==> src/assert_macros.svh <==
`ifndef ASSERT_MACROS_SVH
`define ASSERT_MACROS_SVH

// Same-cycle implication, skipped while reset is asserted.
`define ASSERT_IMP(lbl, clk, rst_n, ante, cons) \
    lbl: assert property (@(posedge clk) disable iff (!(rst_n)) (ante) |-> (cons)) \
        else $error("assertion failed");

// Next-cycle implication, skipped while reset is asserted.
`define ASSERT_NXT(lbl, clk, rst_n, ante, cons) \
    lbl: assert property (@(posedge clk) disable iff (!(rst_n)) (ante) |=> (cons)) \
        else $error("assertion failed");

// Next-cycle implication checked in every cycle, reset included.
`define ASSERT_ALW(lbl, clk, ante, cons) \
    lbl: assert property (@(posedge clk) (ante) |=> (cons)) \
        else $error("assertion failed");

`endif

==> src/pres_pkg.sv <==
`timescale 1ns / 1ps

package pres_pkg;

    localparam int VALUE_W         = 16;
    localparam int BUTTON_BYTE_W   = 8;
    localparam int KIND_W          = 3;
    localparam int NUM_MOTION      = 4;
    localparam int NUM_BUTTONS_DEF = 5;
    localparam int QUEUE_DEPTH_DEF = 2;

    localparam logic [KIND_W-1:0] KIND_X      = 3'd0;
    localparam logic [KIND_W-1:0] KIND_Y      = 3'd1;
    localparam logic [KIND_W-1:0] KIND_WHEEL  = 3'd2;
    localparam logic [KIND_W-1:0] KIND_PAN    = 3'd3;
    localparam logic [KIND_W-1:0] KIND_BUTTON = 3'd4;

    typedef logic signed [VALUE_W-1:0] t_value;
    typedef logic [NUM_MOTION-1:0][VALUE_W-1:0] t_motion;

    localparam int MOTION_BITS = NUM_MOTION * VALUE_W;

    localparam logic [KIND_W-1:0] MOTION_KIND [NUM_MOTION] =
        '{KIND_X, KIND_Y, KIND_WHEEL, KIND_PAN};

endpackage

==> src/pres_queue.sv <==
`timescale 1ns / 1ps

module pres_queue #(
    parameter int WIDTH = 8,
    parameter int DEPTH = 2
) (
    input  logic             i_clk,
    input  logic             i_rst_n,
    input  logic             i_push,
    input  logic [WIDTH-1:0] i_data,
    output logic             o_not_full,
    input  logic             i_pop,
    output logic             o_not_empty,
    output logic [WIDTH-1:0] o_data
);
    localparam int AW = (DEPTH > 1) ? $clog2(DEPTH) : 1;
    localparam int CW = $clog2(DEPTH + 1);

    logic [WIDTH-1:0] r_data [DEPTH];
    logic [AW-1:0]    r_wptr, n_wptr;
    logic [AW-1:0]    r_rptr, n_rptr;
    logic [CW-1:0]    r_count, n_count;
    logic             do_push, do_pop;

    assign o_not_full  = (r_count != CW'(DEPTH));
    assign o_not_empty = (r_count != '0);
    assign o_data      = r_data[r_rptr];
    assign do_push     = i_push && o_not_full;
    assign do_pop      = i_pop && o_not_empty;

    always_comb begin
        n_wptr  = r_wptr;
        n_rptr  = r_rptr;
        n_count = r_count;
        if (do_push) begin
            n_wptr = (r_wptr == AW'(DEPTH - 1)) ? '0 : r_wptr + 1'b1;
        end
        if (do_pop) begin
            n_rptr = (r_rptr == AW'(DEPTH - 1)) ? '0 : r_rptr + 1'b1;
        end
        if (do_push && !do_pop) begin
            n_count = r_count + 1'b1;
        end else if (do_pop && !do_push) begin
            n_count = r_count - 1'b1;
        end
    end

    always_ff @(posedge i_clk) begin
        if (!i_rst_n) begin
            r_wptr  <= '0;
            r_rptr  <= '0;
            r_count <= '0;
        end else begin
            r_wptr  <= n_wptr;
            r_rptr  <= n_rptr;
            r_count <= n_count;
        end
    end

    always_ff @(posedge i_clk) begin
        if (do_push) begin
            r_data[r_wptr] <= i_data;
        end
    end

endmodule

==> src/pres_front.sv <==
`timescale 1ns / 1ps

module pres_front #(
    parameter int NUM_BUTTONS = pres_pkg::NUM_BUTTONS_DEF,
    parameter int ENTRY_W     = pres_pkg::MOTION_BITS + 2 * NUM_BUTTONS + pres_pkg::NUM_MOTION
) (
    input  logic                              i_clk,
    input  logic                              i_rst_n,
    input  logic                              i_cfg_we,
    input  logic                              i_cfg_wdata,
    input  logic                              i_valid,
    output logic                              o_ready,
    input  pres_pkg::t_value                  i_move_x,
    input  pres_pkg::t_value                  i_move_y,
    input  pres_pkg::t_value                  i_wheel_delta,
    input  pres_pkg::t_value                  i_pan_delta,
    input  logic [pres_pkg::BUTTON_BYTE_W-1:0] i_button_bits,
    output logic                              o_push,
    output logic [ENTRY_W-1:0]                o_entry,
    input  logic                              i_q_not_full
);
    import pres_pkg::*;

    localparam int MW = NUM_MOTION + NUM_BUTTONS;

    logic                   r_invert;
    logic [NUM_BUTTONS-1:0] r_held;
    logic [NUM_BUTTONS-1:0] buttons;
    logic [NUM_BUTTONS-1:0] changed;
    t_value                 wheel;
    t_motion                motion;
    logic [NUM_MOTION-1:0]  nonzero;
    logic [MW-1:0]          mask;
    logic                   accept;

    // Negate the wheel on request; the most negative value saturates.
    always_comb begin
        if (!r_invert) begin
            wheel = i_wheel_delta;
        end else if (i_wheel_delta == t_value'(16'h8000)) begin
            wheel = t_value'(16'h7FFF);
        end else begin
            wheel = -i_wheel_delta;
        end
    end

    always_comb begin
        motion[0] = i_move_x;
        motion[1] = i_move_y;
        motion[2] = wheel;
        motion[3] = i_pan_delta;
        for (int i = 0; i < NUM_MOTION; i++) begin
            nonzero[i] = (motion[i] != '0);
        end
    end

    assign buttons = i_button_bits[NUM_BUTTONS-1:0];
    assign changed = buttons ^ r_held;
    assign mask    = {changed, nonzero};
    assign o_ready = i_q_not_full;
    assign accept  = i_valid && o_ready;
    // Drop reports that cause no event.
    assign o_push  = accept && (mask != '0);
    assign o_entry = {mask, buttons, motion};

    always_ff @(posedge i_clk) begin
        if (!i_rst_n) begin
            r_invert <= 1'b0;
            r_held   <= '0;
        end else begin
            if (i_cfg_we) begin
                r_invert <= i_cfg_wdata;
            end
            if (accept) begin
                r_held <= buttons;
            end
        end
    end

endmodule

==> src/pres_back.sv <==
`timescale 1ns / 1ps

module pres_back #(
    parameter int NUM_BUTTONS = pres_pkg::NUM_BUTTONS_DEF,
    parameter int ENTRY_W     = pres_pkg::MOTION_BITS + 2 * NUM_BUTTONS + pres_pkg::NUM_MOTION
) (
    input  logic                       i_clk,
    input  logic                       i_rst_n,
    input  logic                       i_q_not_empty,
    input  logic [ENTRY_W-1:0]         i_q_entry,
    output logic                       o_q_pop,
    output logic                       o_valid,
    input  logic                       i_ready,
    output logic [pres_pkg::KIND_W-1:0] o_event_kind,
    output logic [pres_pkg::KIND_W-1:0] o_button_index,
    output pres_pkg::t_value           o_event_value,
    output logic                       o_last_event
);
    import pres_pkg::*;

    localparam int MW = NUM_MOTION + NUM_BUTTONS;
    localparam int PW = $clog2(MW);

    logic                   r_busy;
    logic [MW-1:0]          r_mask;
    logic [NUM_BUTTONS-1:0] r_buttons;
    t_motion                r_motion;
    logic                   r_out_valid;
    logic [KIND_W-1:0]      r_kind;
    logic [KIND_W-1:0]      r_index;
    t_value                 r_value;
    logic                   r_last;

    logic [MW-1:0]          sel;
    logic [MW-1:0]          rem;
    logic [PW-1:0]          pos;
    logic [PW-1:0]          bpos;
    logic [NUM_BUTTONS-1:0] bshift;
    logic                   advance;
    logic                   emit;
    logic                   take;
    logic [KIND_W-1:0]      n_kind;
    logic [KIND_W-1:0]      n_index;
    t_value                 n_value;

    assign sel     = r_mask & (~r_mask + 1'b1);
    assign rem     = r_mask & ~sel;
    assign advance = !r_out_valid || i_ready;
    assign emit    = r_busy && advance;
    // Load the next report when idle or when the current one sends its final event.
    assign take    = i_q_not_empty && (!r_busy || (emit && (rem == '0)));
    assign o_q_pop = take;

    always_comb begin
        pos = '0;
        for (int i = MW - 1; i >= 0; i--) begin
            if (r_mask[i]) begin
                pos = PW'(i);
            end
        end
    end

    assign bpos   = pos - PW'(NUM_MOTION);
    assign bshift = r_buttons >> bpos;

    always_comb begin
        if (pos < PW'(NUM_MOTION)) begin
            n_kind  = MOTION_KIND[pos[1:0]];
            n_index = '0;
            n_value = r_motion[pos[1:0]];
        end else begin
            n_kind  = KIND_BUTTON;
            n_index = KIND_W'(bpos);
            n_value = VALUE_W'(bshift[0]);
        end
    end

    always_ff @(posedge i_clk) begin
        if (!i_rst_n) begin
            r_busy      <= 1'b0;
            r_mask      <= '0;
            r_out_valid <= 1'b0;
        end else begin
            if (emit) begin
                r_mask <= rem;
                if (rem == '0) begin
                    r_busy <= 1'b0;
                end
            end
            if (take) begin
                r_busy <= 1'b1;
                r_mask <= i_q_entry[ENTRY_W-1 -: MW];
            end
            if (advance) begin
                r_out_valid <= emit;
            end
        end
    end

    always_ff @(posedge i_clk) begin
        if (take) begin
            r_buttons <= i_q_entry[MOTION_BITS +: NUM_BUTTONS];
            r_motion  <= i_q_entry[MOTION_BITS-1:0];
        end
        if (emit) begin
            r_kind  <= n_kind;
            r_index <= n_index;
            r_value <= n_value;
            r_last  <= (rem == '0);
        end
    end

    assign o_valid        = r_out_valid;
    assign o_event_kind   = r_kind;
    assign o_button_index = r_index;
    assign o_event_value  = r_value;
    assign o_last_event   = r_last;

endmodule

==> src/pointer_report_event_serializer_unit.sv <==
// The first event of a report passes through the report queue, the back's report registers
// and the output register before it shows on the outputs. Events leave one per cycle while
// the output is taken and events are pending; a report with N events leaves as a burst of N
// events, and a report that causes no event is dropped in its accept cycle. Reports are taken
// back to back while the two-entry report queue has room. Reset (synchronous, active low)
// clears the queue, the held buttons, the invert bit and the output valid.
`timescale 1ns / 1ps
`include "assert_macros.svh"

module pointer_report_event_serializer_unit #(
    parameter int NUM_BUTTONS = pres_pkg::NUM_BUTTONS_DEF,
    parameter int QUEUE_DEPTH = pres_pkg::QUEUE_DEPTH_DEF
) (
    input  logic                               i_clk,
    input  logic                               i_rst_n,
    input  logic                               i_cfg_we,
    input  logic                               i_cfg_wdata,
    input  logic                               i_valid,
    output logic                               o_ready,
    input  pres_pkg::t_value                   i_move_x,
    input  pres_pkg::t_value                   i_move_y,
    input  pres_pkg::t_value                   i_wheel_delta,
    input  pres_pkg::t_value                   i_pan_delta,
    input  logic [pres_pkg::BUTTON_BYTE_W-1:0] i_button_bits,
    output logic                               o_valid,
    input  logic                               i_ready,
    output logic [pres_pkg::KIND_W-1:0]        o_event_kind,
    output logic [pres_pkg::KIND_W-1:0]        o_button_index,
    output pres_pkg::t_value                   o_event_value,
    output logic                               o_last_event
);
    import pres_pkg::*;

    // One queued report: pending-event mask, new button state, four motion values.
    localparam int ENTRY_W = MOTION_BITS + 2 * NUM_BUTTONS + NUM_MOTION;

    logic               q_push;
    logic               q_pop;
    logic               q_not_full;
    logic               q_not_empty;
    logic [ENTRY_W-1:0] q_in;
    logic [ENTRY_W-1:0] q_out;

    // Front: apply wheel invert, compare buttons against the held state,
    // build the pending-event mask and push reports that cause events.
    pres_front #(
        .NUM_BUTTONS (NUM_BUTTONS),
        .ENTRY_W     (ENTRY_W)
    ) u_front (
        .i_clk         (i_clk),
        .i_rst_n       (i_rst_n),
        .i_cfg_we      (i_cfg_we),
        .i_cfg_wdata   (i_cfg_wdata),
        .i_valid       (i_valid),
        .o_ready       (o_ready),
        .i_move_x      (i_move_x),
        .i_move_y      (i_move_y),
        .i_wheel_delta (i_wheel_delta),
        .i_pan_delta   (i_pan_delta),
        .i_button_bits (i_button_bits),
        .o_push        (q_push),
        .o_entry       (q_in),
        .i_q_not_full  (q_not_full)
    );

    // Queue: decouple report intake from event output.
    pres_queue #(
        .WIDTH (ENTRY_W),
        .DEPTH (QUEUE_DEPTH)
    ) u_queue (
        .i_clk       (i_clk),
        .i_rst_n     (i_rst_n),
        .i_push      (q_push),
        .i_data      (q_in),
        .o_not_full  (q_not_full),
        .i_pop       (q_pop),
        .o_not_empty (q_not_empty),
        .o_data      (q_out)
    );

    // Back: walk the pending mask lowest bit first, one event per cycle while the output is taken,
    // into the output register; flag the event that empties the mask.
    pres_back #(
        .NUM_BUTTONS (NUM_BUTTONS),
        .ENTRY_W     (ENTRY_W)
    ) u_back (
        .i_clk          (i_clk),
        .i_rst_n        (i_rst_n),
        .i_q_not_empty  (q_not_empty),
        .i_q_entry      (q_out),
        .o_q_pop        (q_pop),
        .o_valid        (o_valid),
        .i_ready        (i_ready),
        .o_event_kind   (o_event_kind),
        .o_button_index (o_button_index),
        .o_event_value  (o_event_value),
        .o_last_event   (o_last_event)
    );

    // A burst continues without a gap until its final event.
    `ASSERT_NXT(a_burst_no_gap, i_clk, i_rst_n, o_valid && i_ready && !o_last_event, o_valid)
    // Motion events carry a zero button index.
    `ASSERT_IMP(a_motion_index, i_clk, i_rst_n, o_valid && (o_event_kind != KIND_BUTTON),
                o_button_index == '0)
    // Button events carry only pressed or released.
    `ASSERT_IMP(a_button_value, i_clk, i_rst_n, o_valid && (o_event_kind == KIND_BUTTON),
                (o_event_value == t_value'(0)) || (o_event_value == t_value'(1)))
    // Nothing leaves the block in the cycle after reset.
    `ASSERT_ALW(a_reset_quiet, i_clk, !i_rst_n, !o_valid)

endmodule

==> config.mk <==
export PLATFORM = sky130hd
export DESIGN_NAME = pointer_report_event_serializer_unit
export DESIGN_NICKNAME = d
export VERILOG_FILES = /design/src/pres_pkg.sv /design/src/pres_queue.sv /design/src/pres_front.sv /design/src/pres_back.sv /design/src/pointer_report_event_serializer_unit.sv
export VERILOG_INCLUDE_DIRS = /design/src /design/src/src
export SDC_FILE = /design/constraint.sdc
export NUM_CORES = 1
export LEC_CHECK = 0
export BUFFER_PORTS_ARGS = -buffer_cell sky130_fd_sc_hd__buf_4
export CELL_PAD_IN_SITES_DETAIL_PLACEMENT = 2
export CELL_PAD_IN_SITES_GLOBAL_PLACEMENT = 2
export CORE_AREA = 2 2 169 171
export DETAILED_ROUTE_END_ITERATION = 6
export DIE_AREA = 0 0 171 173
export GPL_TIMING_DRIVEN = 0
export PLACE_DENSITY = 0.7
export SLEW_MARGIN = 25
export SYNTH_ARGS = -nofsm -noshare
export SYNTH_HDL_FRONTEND = slang
export SYNTH_SLANG_ARGS = --single-unit
==> constraint.sdc <==
create_clock -name i_clk -period 7 [get_ports i_clk]
set_input_delay 0.35 -clock i_clk [delete_from_list [all_inputs] [get_ports i_clk]]
set_output_delay 0.35 -clock i_clk [all_outputs]
set_load 0.05 [all_outputs]
==> metrics.md <==
| Metric | Value |
|---|---|
| Peak supply drop | `211.7 uV` |
| Min-delay src | `i_move_y[2]` |
| Drt first pass iters | `4` |
| Post-synth EDFFs | `248` |
| # port buffers | `92` |
| Vias in the first global route | `7496` |
| DP HPWL | `22430 um` |
| DR top layer | `met4` |
| Crit path required time | `7470 ps` |
| Clock group share of total power | `0.269` |
| CP Max Fanout | `3` |
| Layout cells sized above 1 | `0.3121` |
| Root Buffer | `clkbuf_16` |
| Switching Share | `0.3314` |
| Max_cap viols | `0` |
| P&R area growth vs syn | `24.71%` |
| Place WS | `2513 ps` |
| Max clock buf depth | `3` |
| Critical Path Source | `i_pan_delta[13]` |
| Outcome | `complete, no violations` |
| Worst R2R Start | `u_front.r_invert` |
| Critical Path End | `u_queue.r_count[1]` |
| Global route total overflow | `0` |
| Post-Layout Cell Count | `1227` |
| Warnings from Yosys | `0` |
| NetSw | `2.054 mW` |
| Final Hold Fails | `0` |
| Synth Register Bits | `270` |
| Async set-reset flop share out of synthesis | `0` |
| Antenna Cells | `0` |
| Gr usage total | `0.2177` |
| TritonCTS clock tree | `built` |
| Slew Viols, Final | `0` |
| DR vias | `6561` |
| WL met2 | `16840 um` |
| H-tree Lvls | `1` |
| Lkg Pwr | `4.672 nW` |
| Post-synth top area cell | `edfxtp_1` |
| Most common cell after layout, fill and taps aside | `edfxtp_1` |
| Library cells used by synthesis | `57` |
| Worst Setup Start Kind | `primary input` |
| Final worst slack | `3290 ps` |
| Initial Util | `0.3967` |
| Post-DP Area | `12370 um2` |
| XOR/XNOR share of the synthesized area | `0.01039` |
| CTS buffer count | `29` |
| Most frequent cells in the layout | `edfxtp_1, buf_4, mux2_2` |
| CP Class | `primary input to register` |
| Layout net count | `907` |
| Primary FF master, synth | `edfxtp_1` |
| Fin crit period | `3710 ps` |
| Post-Synthesis Mean Instance Area | `16.38 um2` |
| Synth Area in Adders | `0.005251` |
| F_max | `269.6 MHz` |
| Io pins | `103` |
| Yosys top cell area share | `0.6795` |
| Die boundary width | `171 um` |
| Cells on worst reg2reg path | `10` |
| Routed WL | `32370 um` |
| Post-synthesis mux area share | `0.1221` |
| Cts repair resizes | `0` |
| FP Rows | `61` |
| Combinational power share | `0.313` |
| Antenna viol nets, final | `0` |
| Detailed Route Iter0 Violations | `393` |
| Simple-gate share of the synthesized area | `0.07865` |
| Reg-to-reg slack, setup | `3340 ps` |
| Initial antenna violation count | `0` |
| Synthesized net count | `750` |
| Final setup vio count | `0` |
| Finished Cell Area | `13670 um2` |
| RSZ-0062 raised after global routing | `false` |
| Crit-path max cell delay | `700 ps` |
| Sequential share of the synthesized area | `0.7196` |
| Crit path cell chain | `dlygate4sd3_1 -> buf_4 -> nor4_1 -> nand4_1 -> nor3_1 -> nand3_1 -> o41ai_4 -> inv_2 -> ha_1 -> or3_1 -> a21boi_0` |
| Die area | `29580 um2` |
| Routed wl met3 | `1217 um` |
| Final GP Congestion | `0.8666` |
| Cells after Synth | `669` |
| Wire length on met1 | `13600 um` |
| Clk slew on worst S/H paths | `70 ps` |
| Synth Area in Compound Gates | `0.04635` |
| Worst path slowest cell | `nor4_1` |
| Post-CTS Hold Fix Bufs | `22` |
| Synth area leaders | `edfxtp_1, mux2_2, dfxtp_1, mux4_2, and2_1` |
| Final period util | `0.5300` |
| Relative slew slack | `0.3812` |
| Vias per std cell | `5.347` |
| Skew-Pair Late Insertion Delay | `550 ps` |
| Largest net degree at the start of global routing | `37` |
| Hold Slack | `10.31 ps` |
| CORE AREA | `27630 um2` |
| Sequential power share | `0.418` |
| Worst Hold Class | `primary input to register` |
| Largest family of logic cells by synthesized area | `multiplexers` |
| Setup Buffers After CTS | `0` |
| Die height | `173 um` |
| Worst r2r dst | `u_queue.r_count[1]` |
| Worst slew pin tran | `928.1 ps` |
| Mapped cell area | `10960 um2` |
| DRC | `0` |
| Worst Path Arrival | `4180 ps` |
| First-pass GRT wire length | `48130 um` |
| Skew final | `16.50 ps` |
| Wire per inst | `26.38 um` |
| Num Clock Sinks | `270` |
| Pwr Density | `453.4 nW/um2` |
| P_int | `4.144 mW` |
| CP Capture Type | `register` |
| Placed cells | `1148` |
kinds of logic after synthesis:
family,count (synthesis)
AOI/OAI and AO/OA,74
xor gates and xnor gates,13
adders and majority gates,5
buffers and inverters,48
DFF,270
muxes,104
and+or+nand+nor,155
worst min-delay path by stage:
stage                                        to  cells after the start
final                     u_queue.r_data[0][18]                      1
after global placement           u_queue.r_wptr                      2
after global routing      u_queue.r_data[0][18]                      1
after CTS                 u_queue.r_data[0][57]                      1
after detailed placement         u_back.o_valid                      1
after floorplan                  u_queue.r_wptr                      2
state kept, by name (all words and copies together), names as in the netlist, named ones only:
signal                 flops
u_back.r_busy              1
u_back.r_mask              9
u_queue.r_data           156
u_back.r_motion           64
u_front.r_held             5
u_queue.r_wptr             1
u_back.o_valid             1
u_queue.r_count            2
u_queue.r_rptr             1
u_back.o_event_kind        3
u_back.o_button_index      3
u_back.o_event_value      16
u_back.r_buttons           5
u_back.o_last_event        1
u_front.r_invert           1
area by class of cell:
type | instances | area [um2]
clock buffers | 30 | 729.5
plain buffers | 34 | 140.1
clock inverters | 24 | 305.3
well taps | 378 | 473.0
fillers | 2559 | 13960
multi-input cells | 351 | 2913
flip-flops and latches | 270 | 7888
inverters | 14 | 55.05
repair buffers | 126 | 1166
metrics by stage:
step           utilization  TNS (ps)  power [mW]
2_1_floorplan            -         0       3.769
3_3_place_gp        0.4388   -231190       4.327
3_5_place_dp        0.4478         0       4.533
4_1_cts             0.4933         0       6.239
5_1_grt             0.4947         0       6.454
6_report            0.4947         0       6.197
critical path: cells and delay by family:
| kind | cells | cell delay, ps |
|---|---|---|
| AND/OR/NAND/NOR | 5 | 1910 |
| buffers and inverters | 3 | 830 |
| AO/OA/AOI/OAI | 2 | 720 |
| adder cells (fa/ha/maj) | 1 | 370 |
cells in the mapped netlist (5+ instances only):
| library cell | instances |
|---|---|
| mux4_2 | 16 |
| and2_1 | 23 |
| a21oi_1 | 9 |
| dfxtp_1 | 22 |
| nand3_1 | 6 |
| nand2b_1 | 5 |
| xnor2_1 | 5 |
| nor3_1 | 10 |
| inv_1 | 13 |
| or3_1 | 7 |
| nor4_1 | 19 |
| mux2i_1 | 10 |
| nor2_1 | 21 |
| a31oi_1 | 6 |
| nand4_1 | 9 |
| mux2_2 | 78 |
| edfxtp_1 | 248 |
| o2111ai_1 | 5 |
| clkbuf_1 | 31 |
| o21ai_0 | 28 |
| nor2b_1 | 14 |
| nand2_1 | 27 |
| xor2_1 | 8 |
metal layers:
metal,vias to the layer above,GRT usage
met4,0,0.05791
met3,43,0.02586
li1,2930,-
met2,162,0.3911
met5,-,0
met1,3426,0.2767
power groups by stage:
stage / combinational [mW] / sequential, mW / clock, mW
after detailed placement: 1.92 / 2.61 / 0
final: 1.94 / 2.59 / 1.67
after global placement: 1.72 / 2.60 / 0
after CTS: 1.96 / 2.59 / 1.69
after global routing: 2.08 / 2.62 / 1.76
after floorplan: 1.02 / 2.75 / 0
(Power assumes the default switching activity.)
